### src/rtl/bhte_pkg.sv
// Shared types, constants and helpers for the bucketed hash table engine.
// No dependencies; every other file imports this package.
package bhte_pkg;

  localparam int unsigned MaxBuckets = 256;
  localparam int unsigned MaxWays    = 8;
  localparam int unsigned HashBytes  = 8;
  localparam int unsigned TableDepth = MaxBuckets * MaxWays;

  localparam int unsigned KeyW    = 64;
  localparam int unsigned IdxW    = 11;
  localparam int unsigned BucketW = 8;
  localparam int unsigned WayW    = 3;
  localparam int unsigned RemW    = 8;
  localparam int unsigned StepW   = 7;

  // request kinds
  localparam logic [1:0] KIND_LOOKUP = 2'd0;
  localparam logic [1:0] KIND_FREE   = 2'd1;
  localparam logic [1:0] KIND_WRITE  = 2'd2;
  // unused kind: changes nothing and answers with an empty result
  localparam logic [1:0] KIND_SPARE  = 2'd3;

  // configuration register indices
  localparam logic [1:0] CFG_HASH_LEN     = 2'd0;
  localparam logic [1:0] CFG_BUCKET_COUNT = 2'd1;
  localparam logic [1:0] CFG_WAYS_IN_USE  = 2'd2;

  typedef struct packed {
    logic [1:0]      kind;
    logic [KeyW-1:0] key;
    logic [IdxW-1:0] entry_index;
  } in_item_t;

  typedef struct packed {
    logic               found;
    logic [IdxW-1:0]    slot_index;
    logic [BucketW-1:0] bucket;
  } out_item_t;

  typedef struct packed {
    logic              start;
    logic [StepW-1:0]  steps;
    logic [KeyW-1:0]   dividend;
    logic [8:0]        divisor;
  } div_req_t;

  typedef struct packed {
    logic            done;
    logic [IdxW-1:0] quotient;
    logic [RemW-1:0] remainder;
  } div_rsp_t;

  typedef struct packed {
    logic            rd_en;
    logic            wr_en;
    logic [IdxW-1:0] addr;
    logic [KeyW-1:0] wdata;
  } tbl_req_t;

  // Low n bytes set; eight or more selects the whole key.
  function automatic logic [KeyW-1:0] byte_mask(input logic [3:0] n);
    logic [KeyW-1:0] m;
    m = '0;
    for (int i = 0; i < 8; i++) begin
      if (4'(i) < n) begin
        m[8*i +: 8] = 8'hFF;
      end
    end
    return m;
  endfunction

endpackage

### src/rtl/bhte_div.sv
// Bit-serial restoring divider: one quotient bit per cycle, MSB first.
// Depends on bhte_pkg for the request and response structs.
module bhte_div import bhte_pkg::*; (
  input  logic     clk_i,
  input  logic     rst_ni,
  input  div_req_t req_i,
  output div_rsp_t rsp_o
);

  logic [KeyW-1:0]  dvd_q;
  logic [RemW-1:0]  rem_q;
  logic [IdxW-1:0]  quo_q;
  logic [StepW-1:0] cnt_q;
  logic [8:0]       dvs_q;
  logic             busy_q;
  logic             done_q;

  logic [8:0] trial;
  logic [8:0] diff;
  logic       ge;

  // hold the divisor from the start; the request lines move on after it
  assign trial = {rem_q, dvd_q[KeyW-1]};
  assign ge    = trial >= dvs_q;
  assign diff  = trial - dvs_q;

  always_ff @(posedge clk_i or negedge rst_ni) begin
    if (!rst_ni) begin
      busy_q <= 1'b0;
      done_q <= 1'b0;
      cnt_q  <= '0;
      dvd_q  <= '0;
      dvs_q  <= '0;
      rem_q  <= '0;
      quo_q  <= '0;
    end else begin
      done_q <= 1'b0;
      if (req_i.start) begin
        busy_q <= 1'b1;
        cnt_q  <= req_i.steps;
        dvd_q  <= req_i.dividend;
        dvs_q  <= req_i.divisor;
        rem_q  <= '0;
        quo_q  <= '0;
      end else if (busy_q) begin
        dvd_q <= {dvd_q[KeyW-2:0], 1'b0};
        rem_q <= ge ? diff[RemW-1:0] : trial[RemW-1:0];
        quo_q <= {quo_q[IdxW-2:0], ge};
        cnt_q <= cnt_q - 1'b1;
        if (cnt_q == StepW'(1)) begin
          busy_q <= 1'b0;
          done_q <= 1'b1;
        end
      end
    end
  end

  assign rsp_o.done      = done_q;
  assign rsp_o.quotient  = quo_q;
  assign rsp_o.remainder = rem_q;

endmodule

### config.mk
export PLATFORM = sky130hd
export DESIGN_NAME = bhte_div
export DESIGN_NICKNAME = d
export VERILOG_FILES = /design/src/rtl/bhte_pkg.sv /design/src/rtl/bhte_div.sv
export SDC_FILE = /design/constraint.sdc
export NUM_CORES = 1
export LEC_CHECK = 0
export ABC_CLOCK_PERIOD_IN_PS = 4500
export BUFFER_PORTS_ARGS = -buffer_cell sky130_fd_sc_hd__buf_2
export CORE_ASPECT_RATIO = 1.5
export CORE_MARGIN = 4
export CORE_UTILIZATION = 59
export CTS_CLUSTER_DIAMETER = 60
export DETAILED_ROUTE_END_ITERATION = 10
export PLACE_DENSITY = 0.85
export SLEW_MARGIN = 5
export SYNTH_ARGS = -nofsm -noshare
export SYNTH_HDL_FRONTEND = slang
export SYNTH_SLANG_ARGS = --single-unit
export TNS_END_PERCENT = 50
### constraint.sdc
create_clock -name clk_i -period 4.5 [get_ports clk_i]
set_input_delay 0.675 -clock clk_i [delete_from_list [all_inputs] [get_ports clk_i]]
set_output_delay 0.675 -clock clk_i [all_outputs]
set_load 0.005 [all_outputs]
# --- Word-level counts from Yosys, hierarchy flattened ---
# Index checks and enable logic that the tools add are counted.
# Widths: inputs -> output; s select.
word_totals:
  regBits: 101
  latch_bits: 0
  mem_bits_rw: 0
  romBits: 0
  in_bits: 83
  out_inout_bits: 20
  elab_cells: 27
  mem_count: 0
classes:
  n_addsub: 2
  mul: 0
  div: 0
  magnitude_cmp: 1
  eq_ne: 1
  shift: 0
  mux: 15
  bitwise: 0
  n_reduce_logical: 1
ops:
  columns: ["cell", "n"]
  rows:
  - ["$mux 64", 2]
  - ["$mux 8", 3]
  - ["$mux 11", 2]
  - ["$mux 7", 2]
  - ["$ge 9x9->1", 1]
  - ["$sub 8x8->8", 1]
  - ["$eq 7x1->1 const B", 1]
  - ["$sub 7x1->7 const B", 1]
  - ["$mux 1", 6]
  - ["$reduce_bool 2->1", 1]

# --- Logic depth before layout (Yosys ltp) ---
# Gate-level depths: netlist of the first run.
logic_depth:
  word_depth: 4
  depth_mapped: 9
  mapped_depth_nobuf: 8

# --- Least setup slack after synthesis of the first run ---
# OpenSTA, ideal clock, no wires.
synth_path:
  path_kind: "register to register"
  startpoint: "register rem_q[4]"
  endpoint: "register rem_q[0]"
  setup_ns: 0.143
  arrival_time_ns: 1.929
  t_required_ns: 4.357
  path_slack_ns: 2.429
  stages_incl_launch_ff: 9
  path_buffers: 2
  period_less_slack_ns: 2.071
  path_cell_list: "dfrtp_1 > ha_1 > buf_6 > and4_4 > and2_4 > or3_1 > buf_6 > nor4_1 > a311oi_1"
synth_between:
  elab_chain_cells: 4
synth_lines:
  columns: ["item", "line_no", "rtl"]
  rows:
  - ["start: declaration", "bhte_div.sv:11", "logic [RemW-1:0] rem_q;"]
  - ["start signal: assignment", "bhte_div.sv:47", "rem_q <= ge ? diff[RemW-1:0] : trial[RemW-1:0];"]
  - ["$ge 9x9->1", "bhte_div.sv:24", "assign ge = trial >= dvs_q;"]
  - ["$mux 8", "bhte_div.sv:47", null]
  - ["$mux 8", "bhte_div.sv:45", "end else if (busy_q) begin"]
  - ["$mux 8", "bhte_div.sv:38", "if (req_i.start) begin"]
# No other way between the ends. The select of a mux whose other input is x is not followed.
# A chain may end at the register's enable or synchronous reset.

# --- Worst setup path after layout of the first run ---
layout_path:
  startpoint: "register rem_q[4]"
  endpoint: "register rem_q[4]"
# Same word-level chain as after synthesis.

==> results of run 1 <==
## cell families after synthesis
| logic type | count (synthesis) |
|---|---|
| adders and majority gates | 12 |
| muxes | 76 |
| DFF | 101 |
| buffers and inverters | 51 |
| and+or+nand+nor | 140 |
| xor gates and xnor gates | 7 |
| AOI/OAI and AO/OA | 115 |
## flip-flops by register name, indices dropped and copies added, names as in the netlist
name    flops
busy_q      1
cnt_q       7
done_q      1
dvd_q      64
dvs_q       9
quo_q      11
rem_q       8
## stage by stage
step,hold slack (ns),total power [mW]
finish,0.417,2.59
global route,0.494,2.75
CTS,0.469,2.61
detailed placement,0.529,1.77
global placement,0.500,1.74
floorplan,0.379,1.59
## where the power goes
group          internal [mW]  switching, mW  leakage (nW)
logic                  0.289          0.370          1.87
registers               1.02         0.0910          1.26
clock network          0.499          0.325         0.152
## synthesized netlist by cell type, drive strengths merged, types with 5 or more instances
cell type / n
mux2i: 74
dfrtp: 101
nand2: 86
a21oi: 5
inv: 16
nor2: 27
buf: 15
clkbuf: 20
o21ai: 84
nand3: 6
ha: 11
a311oi: 9
## worst paths after layout
check,start,end
worst min register to register,quo_q[10],quo_q[10]
worst max register to register,rem_q[4],rem_q[4]
worst max-delay path,rem_q[4],rem_q[4]
worst min-delay path,rst_ni,dvs_q[8]
min in group clk_i,req_i[3],dvs_q[3]
max in group asynchronous,rst_ni,dvd_q[17]
## routing by layer
metal	global-route usage	vias up
met4	0.103	0
met5	0	-
met1	0.263	1829
li1	-	1914
met2	0.375	105
met3	0.0541	19
## critical path, cell delays in order (launching register included)
cell                       delay (ns)
sky130_fd_sc_hd__dfrtp_1         0.42
sky130_fd_sc_hd__ha_1            0.43
sky130_fd_sc_hd__and4_4          0.26
sky130_fd_sc_hd__and2_4          0.16
sky130_fd_sc_hd__nor3_2          0.47
sky130_fd_sc_hd__nand3_1         0.16
sky130_fd_sc_hd__a311oi_1        0.35
## cell type report
cell class / count / area [um2] / area share
sequential: 101 / 2530 / 0.431
timing repair buffer: 106 / 546 / 0.0928
clock buffer: 11 / 243 / 0.0413
inverter: 16 / 60.1 / 0.0102
clock inverter: 4 / 72.6 / 0.0123
tap: 107 / 134 / 0.0228
multi-input combinational: 350 / 2290 / 0.390
==> impl_metrics.json, run 1 <==
{
  "synth_fp_nets": 597,
  "layout.nets": 679,
  "cts_max_path_buffers": 2,
  "drive_gt1_frac": 0.231,
  "track_usage": 0.220,
  "worstSetupStartpointType": "register",
  "drt-total-wl_mm": 10.6,
  "report.final.hold_viol_count": 0,
  "yosysUniqueCellTypes": 51,
  "finalCriticalPeriod_ns": 2.37,
  "timing.fmax_mhz": 422,
  "dpl.cell_count": 680,
  "boundaryPins": 103,
  "final.fill_count": 665,
  "dr.first_iter.drc_count": 258,
  "netlist_area_um2": 5070,
  "ff2ff_path_depth": 6,
  "final_cells": 695,
  "cts_resized": 0,
  "synth.area.mux_share": 0.150,
  "yosys_register_bits": 101,
  "areaGrowthSynthToFinish_pct": 15.9,
  "slew_headroom": 0.343,
  "cts_made_buffers": 9,
  "antenna_violating_nets_left": 0,
  "synth-compound-area-share": 0.138,
  "vdd_drop_max_mv": 0.349,
  "cp_data_arrival_time_ns": 2.59,
  "gp_routability_congestion": 0.900,
  "placement.io_buffers": 102,
  "cp_max_fo": 9,
  "place_hpwl_mm": 7.27,
  "worstSetupEndpointType": "register",
  "core.rowCount": 41,
  "ys.warnings.count": 0,
  "detailroute.via_count": 3867,
  "finalClockSkew_ns": 0.00638,
  "ctsHoldBuffers": 0,
  "yosysSeqAreaShare": 0.498,
  "drc": 0,
  "vias_in_the_first_global_route": 4003,
  "run_status": "finished clean",
  "yosys.area_share.simple": 0.120,
  "finish.utilization": 0.699,
  "post-route-period-util": 0.527,
  "fin_area_um2": 5880,
  "die_width_um": 83.7,
  "synthArstFlopShare": 1.00,
  "post_synthesis_share_of_cell_area_spent_on_xor_and_xnor_gates": 0.0121,
  "floorplan.die.height_um": 122,
  "postCtsSetupRepairBufs": 0,
  "cellPowerDensity_nw_per_um2": 441,
  "critPathRequiredTime_ns": 4.72,
  "final_max_slew_viol_count": 0,
  "clkTransAtPathRegs_ns": 0.07,
  "finalSetupTns_ns": 0,
  "synthCells": 502,
  "gr-total-overflow": 0,
  "dominantRegCellSynth": "sky130_fd_sc_hd__dfrtp_1",
  "synth_area_per_inst_um2": 10.1,
  "yosys.area.top_type": "sky130_fd_sc_hd__dfrtp_1",
  "critical_setup_path_class": "reg -> reg",
  "root_buffer": "sky130_fd_sc_hd__clkbuf_16",
  "dpl_cell_area_um2": 5560,
  "timing_worst_slew_pin_value_ns": 0.985,
  "yosysTopAreaCellShare": 0.498,
  "holdCritPathClass": "in -> async",
  "met2RoutedLength_mm": 5.50,
  "leading_cell_types_by_total_area_after_synthesis": "sky130_fd_sc_hd__dfrtp_1 50%, sky130_fd_sc_hd__mux2i_1 15%, sky130_fd_sc_hd__o21ai_0 8.2%",
  "avgViaCountPerCell": 5.56,
  "initial_antenna_violation_count": 0,
  "layout_setup_ws_ns": 2.13,
  "cts.htree.levels": 3,
  "synth_fa_ha_area_frac": 0.0311,
  "grt_setup_unrepaired": "no",
  "largest_family_of_logic_cells_by_synthesized_area": "multiplexers",
  "avgRoutedWirePerCell_um": 15.3,
  "p_leak_nw": 3.28,
  "clkLatencyLatePin_ns": 0.34,
  "grt_start_max_net_pins": 127,
  "dr_wl_met3_um": 480,
  "floorplan.initialDensity": 0.603,
  "dieArea_um2": 10200,
  "core_area_um2": 8410,
  "wl_met1_mm": 4.43,
  "synth_edf_count": 0,
  "total_clock_sinks": 101,
  "top_routing_layer_used": "met4",
  "antennaDiodeCount": 0,
  "drv.max_cap_violation_count": 0,
  "place_ws_ns": 2.22,
  "commonest_cells_after_routing_fill_and_taps_aside": "100 x sky130_fd_sc_hd__dfrtp_1, 100 x sky130_fd_sc_hd__buf_2, 85 x sky130_fd_sc_hd__nand2_1, 83 x sky130_fd_sc_hd__o21ai_0, 74 x sky130_fd_sc_hd__mux2i_1",
  "tritoncts": "done",
  "ff2ff_setup_slack_ns": 2.13,
  "setup_violations": 0,
  "detailedRoute.firstPassIterationCount": 6,
  "grt_first_pass_wirelength_mm": 18.0
}
Power figures use the tool's default switching activity.
==> run 2: changes to the inputs <==
ABC_CLOCK_PERIOD_IN_PS = 2460   (was 4500)
CORE_UTILIZATION = 55   (was 59)
PLACE_DENSITY = 0.8   (was 0.85)
clock period = 2.46 ns   (was 4.5 ns; I/O delays follow)
==> impl_metrics.json, run 2 (synthesis results as in run 1) <==
{
  "track_usage": 0.211,
  "post-route-period-util": 0.916,
  "layout.nets": 685,
  "worstSetupStartpointType": "register",
  "cts_made_buffers": 9,
  "core.rowCount": 42,
  "worst_path_largest_cell_delay_ns": 0.46,
  "grt_first_pass_wirelength_mm": 18.5,
  "dr.first_iter.drc_count": 173,
  "final_max_slew_viol_count": 0,
  "grt_setup_unrepaired": "no",
  "critPathBufInv": 0,
  "tritoncts": "done",
  "antennaDiodeCount": 0,
  "antenna_violating_nets_left": 0,
  "multi_input_gate_area_um2": 2290,
  "place_hpwl_mm": 7.85,
  "fin_area_um2": 5960,
  "avgRoutedWirePerCell_um": 15.4,
  "placement.io_buffers": 102,
  "critical_setup_path_class": "reg -> reg",
  "floorplan.initialDensity": 0.568,
  "detailroute.via_count": 3888,
  "finalClockSkew_ns": 0.00769,
  "finalSetupTns_ns": 0,
  "timing.fmax_mhz": 444,
  "ff2ff_path_depth": 6,
  "die_width_um": 86.4,
  "areaGrowthSynthToFinish_pct": 17.6,
  "dieArea_um2": 10900,
  "report.final.hold_viol_count": 5,
  "drc": 0,
  "sw_frac_of_total": 0.300,
  "commonest_cells_after_routing_fill_and_taps_aside": "100 x sky130_fd_sc_hd__dfrtp_1, 100 x sky130_fd_sc_hd__buf_2, 85 x sky130_fd_sc_hd__nand2_1, 83 x sky130_fd_sc_hd__o21ai_0, 74 x sky130_fd_sc_hd__mux2i_1",
  "gr-total-overflow": 0,
  "boundaryPins": 103,
  "clkTransAtPathRegs_ns": 0.06,
  "slew_headroom": 0.549,
  "critical_path.top_delay_family": "simple AND/OR/NAND/NOR gates",
  "top_register": "dvd_q",
  "cellPowerDensity_nw_per_um2": 796,
  "seq_power_share": 0.425,
  "drive_gt1_frac": 0.241,
  "vdd_drop_max_mv": 0.528,
  "switching_power_mw": 1.43,
  "crit_path_top_delay_cell": "sky130_fd_sc_hd__or3_1",
  "seq_area_um2": 2530,
  "core_area_um2": 8930,
  "setup_violations": 0,
  "finalCriticalPeriod_ns": 2.25,
  "ctsHoldBuffers": 0,
  "gp_routability_congestion": 0.822,
  "grt_start_max_net_pins": 75,
  "fin_worst_hold_slack_ns": -0.00643,
  "vias_in_the_first_global_route": 4086,
  "ff2ff_setup_slack_ns": 0.21,
  "postCtsSetupRepairBufs": 0,
  "floorplan.die.height_um": 126,
  "p_leak_nw": 3.32,
  "number_of_flip_flops_in_the_largest_register": 64,
  "total_power_mw": 4.75,
  "drv.max_cap_violation_count": 0,
  "cts_max_path_buffers": 2,
  "cts.htree.levels": 3,
  "total_clock_sinks": 101,
  "clkLatencyLatePin_ns": 0.34,
  "avgViaCountPerCell": 5.52,
  "top_regs": "dvd_q (64), quo_q (11), dvs_q (9)",
  "root_buffer": "sky130_fd_sc_hd__clkbuf_16",
  "final.fill_count": 730,
  "worstReg2RegStart": "rem_q[5]",
  "rr_endpoint": "rem_q[0]",
  "drt-total-wl_mm": 10.9,
  "dpl_cell_area_um2": 5650,
  "cp_data_arrival_time_ns": 2.44,
  "power.internal_mw": 3.32,
  "critPathRequiredTime_ns": 2.64,
  "timing_worst_slew_pin_value_ns": 0.676,
  "worstSetupEndpointType": "register",
  "detailedRoute.firstPassIterationCount": 4,
  "holdCritPathClass": "in -> async",
  "violated_checks": "hold timing",
  "crit_path_cell_trace": "ha_1, a21oi_1, o21ai_0, or3_1, nor4_1, a311oi_1",
  "cp_max_fo": 7,
  "run_status": "complete, but fails checks",
  "power.combinational.fraction": 0.263,
  "initial_antenna_violation_count": 0,
  "clock_power_share": 0.312,
  "cts_resized": 0
}
run 2: cell count changes in the layout (fill, tap and decap cells not counted), sizes merged:
cell and delta:
clkinv +2, buf +6, clkinvlp -1, clkbuf -1
run 2: power groups by stage:
| stage | logic [mW] | registers (mW) | clock network (mW) |
|---|---|---|---|
| CTS | 1.25 | 2.02 | 1.51 |
| detailed placement | 1.24 | 2.05 | 0 |
| floorplan | 0.889 | 2.01 | 0 |
| global route | 1.40 | 2.04 | 1.59 |
| finish | 1.25 | 2.02 | 1.48 |
| global placement | 1.19 | 2.03 | 0 |
run 2: layout make-up:
cell class                 count  area share
clock buffer                  10      0.0401
tap                          110      0.0231
sequential                   101       0.424
clock inverter                 5      0.0126
inverter                      16      0.0101
timing repair buffer         112       0.105
multi-input combinational    350       0.385
run 2: per-stage QoR:
step           instances  hold WS [ns]  worst slack, ns   util
6_report             704      -0.00643            0.206  0.668
5_1_grt              704        0.0202           0.0337  0.668
4_1_cts              704       0.00882            0.225  0.668
3_5_place_dp         689         0.371            0.232  0.632
3_3_place_gp         689         0.373            0.295  0.632
2_1_floorplan        502        0.0734            0.389      -
run 2: how the worst max path moves through the flow:
stage | from | end | slack (ns) | depth (start not counted)
global placement | rem_q[4] | rem_q[0] | 0.30 | 6
global route | rem_q[5] | rem_q[1] | 0.03 | 6
detailed placement | rem_q[4] | rem_q[7] | 0.23 | 6
CTS | dvd_q[63] | rem_q[6] | 0.22 | 8
finish | rem_q[5] | rem_q[0] | 0.21 | 6
floorplan | rem_q[4] | rem_q[0] | 0.39 | 8
run 2: metal layers:
metal  GRT usage  part of all wire  vias to the layer above
met5           0                 0                        -
met3      0.0340             0.044                       19
met4      0.0807             0.023                        0
met1       0.257              0.39                     1853
met2       0.370              0.54                      101
li1            -                 -                     1915
==> run 3: changes to the inputs <==
==> constraint.sdc (replaced) <==
create_clock -name clk_i -period 2.46 [get_ports clk_i]
set_input_delay 0.123 -clock clk_i [delete_from_list [all_inputs] [get_ports clk_i]]
set_output_delay 0.123 -clock clk_i [all_outputs]
set_load 0.02 [all_outputs]
==> impl_metrics.json, run 3 (synthesis results as in run 1) <==
{
  "run_status": "finished clean",
  "gr-total-overflow": 0,
  "finalSetupTns_ns": 0,
  "place_ws_ns": 0.181,
  "sw_frac_of_total": 0.321,
  "power.combinational.fraction": 0.291,
  "areaGrowthSynthToFinish_pct": 26.6,
  "seq_power_share": 0.434,
  "place_hpwl_mm": 7.59,
  "detailroute.via_count": 4104,
  "gp_routability_congestion": 0.815,
  "grt_start_max_net_pins": 95,
  "avgRoutedWirePerCell_um": 16.1,
  "number_of_flip_flops_in_the_largest_register": 64,
  "holdCritPathClass": "in -> reg",
  "vias_in_the_first_global_route": 4283,
  "vdd_drop_max_mv": 0.641,
  "setup_violations": 0,
  "detailedRoute.firstPassIterationCount": 4,
  "power.internal_mw": 3.16,
  "clkTransAtPathRegs_ns": 0.06,
  "cts.htree.levels": 3,
  "switching_power_mw": 1.50,
  "commonest_cells_after_routing_fill_and_taps_aside": "100 x sky130_fd_sc_hd__dfrtp_1, 100 x sky130_fd_sc_hd__buf_2, 85 x sky130_fd_sc_hd__nand2_1, 83 x sky130_fd_sc_hd__o21ai_0, 74 x sky130_fd_sc_hd__mux2i_1",
  "cp_data_arrival_time_ns": 2.48,
  "dr.first_iter.drc_count": 176,
  "floorplan.initialDensity": 0.568,
  "boundaryPins": 103,
  "worstSetupEndpointType": "register",
  "post-route-period-util": 0.928,
  "grt_first_pass_wirelength_mm": 20.3,
  "slew_headroom": 0.436,
  "floorplan.die.height_um": 126,
  "finalCriticalPeriod_ns": 2.28,
  "die_width_um": 86.4,
  "cts_max_path_buffers": 2,
  "critPathRequiredTime_ns": 2.65,
  "cp_max_fo": 7,
  "top_register": "dvd_q",
  "track_usage": 0.233,
  "root_buffer": "sky130_fd_sc_hd__clkbuf_16",
  "core.rowCount": 42,
  "drive_gt1_frac": 0.214,
  "layout_setup_ws_ns": 0.176,
  "timing.fmax_mhz": 438,
  "dpl.cell_count": 688,
  "top_regs": "dvd_q (64), quo_q (11), dvs_q (9)",
  "cts_made_buffers": 9,
  "drv.max_cap_violation_count": 0,
  "finalClockSkew_ns": 0.00718,
  "placement.io_buffers": 102,
  "clock_power_share": 0.276,
  "antenna_violating_nets_left": 0,
  "final_max_slew_viol_count": 0,
  "clkLatencyLatePin_ns": 0.34,
  "core_area_um2": 8930,
  "drt-total-wl_mm": 12.2,
  "drc": 0,
  "critical_setup_path_class": "reg -> reg",
  "total_clock_sinks": 101,
  "layout.nets": 736,
  "timing_worst_slew_pin_value_ns": 0.847,
  "worstSetupStartpointType": "register",
  "postCtsSetupRepairBufs": 0,
  "tritoncts": "done",
  "report.final.hold_viol_count": 0,
  "grt_setup_unrepaired": "no",
  "final_cells": 755,
  "p_leak_nw": 3.50,
  "cellPowerDensity_nw_per_um2": 725,
  "dieArea_um2": 10900,
  "avgViaCountPerCell": 5.44,
  "initial_antenna_violation_count": 1
}
[run 3: changes by cell type in the layout (fill, tap and decap cells not counted)]
| cell | previous run | this run |
|---|---|---|
| sky130_fd_sc_hd__clkbuf_1 | 0 | 3 |
| sky130_fd_sc_hd__diode_2 | 0 | 1 |
| sky130_fd_sc_hd__dlygate4sd3_1 | 0 | 52 |
| sky130_fd_sc_hd__bufinv_16 | 2 | 0 |
| sky130_fd_sc_hd__clkinv_4 | 0 | 1 |
| sky130_fd_sc_hd__buf_4 | 9 | 8 |
| sky130_fd_sc_hd__clkinv_2 | 3 | 0 |
[run 3: path summary, 6_finish.rpt]
| check | startpoint | to | slack (ns) | cells past startpoint |
|---|---|---|---|---|
| worst max-delay path | rem_q[5] | rem_q[0] | 0.18 | 6 |
| worst min-delay path | req_i[25] | dvd_q[16] | 0.004 | 3 |
| worst max register to register | rem_q[5] | rem_q[0] | 0.18 | 6 |
| worst min register to register | dvs_q[0] | dvs_q[0] | 0.52 | 1 |
| max in group asynchronous | rst_ni | dvd_q[25] | 1.50 | 3 |
| min in group asynchronous | rst_ni | dvd_q[49] | 0.30 | 2 |
[run 3: per-layer routing]
metal | track usage | vias to the layer above | wire, um
li1 | - | 2019 | -
met1 | 0.276 | 1948 | 4780
met2 | 0.412 | 116 | 6680
met3 | 0.0464 | 21 | 440
met4 | 0.0872 | 0 | 259
met5 | 0 | - | 0
[run 3: final cells by class]
type	instances	area, um2
sequential	101	2530
fill	657	2510
multi-input combinational	350	2290
timing repair buffer	163	1140
clock buffer	13	250
tap	110	138
inverter	16	60.1
clock inverter	1	8.76
antenna	1	2.50
[run 3: timing repair]
| action | in CTS | in global routing |
|---|---|---|
| resized for setup | 0 | 0 |
| endpoints found under the hold margin | 85 | 1 |
| hold buffers | 51 | 1 |
[run 3: critical path: stages, from the launching register on]
cell and delay, ns:
sky130_fd_sc_hd__dfrtp_1 0.41, sky130_fd_sc_hd__ha_1 0.39, sky130_fd_sc_hd__a21oi_1 0.29, sky130_fd_sc_hd__o21ai_0 0.16, sky130_fd_sc_hd__or3_1 0.46, sky130_fd_sc_hd__nor4_1 0.34, sky130_fd_sc_hd__a311oi_1 0.08
[run 3: per-stage QoR]
stage | utilization | hold slack, ns | power [mW] | cell area [um2]
final | 0.719 | 0.00355 | 4.66 | 6420
after global routing | 0.719 | 0.00207 | 4.94 | 6420
after CTS | 0.718 | 0.00139 | 4.69 | 6410
after detailed placement | 0.632 | 0.123 | 3.33 | 5640
after global placement | 0.632 | 0.112 | 3.28 | 5640
after floorplan | - | -0.173 | 2.97 | 5070
[run 3: power groups by stage]
stage	Combinational (mW)	Clock (mW)	Sequential, mW
after global placement	1.25	0	2.04
after detailed placement	1.28	0	2.05
final	1.35	1.29	2.02
after CTS	1.35	1.32	2.02
after global routing	1.51	1.39	2.05
after floorplan	0.889	0	2.08
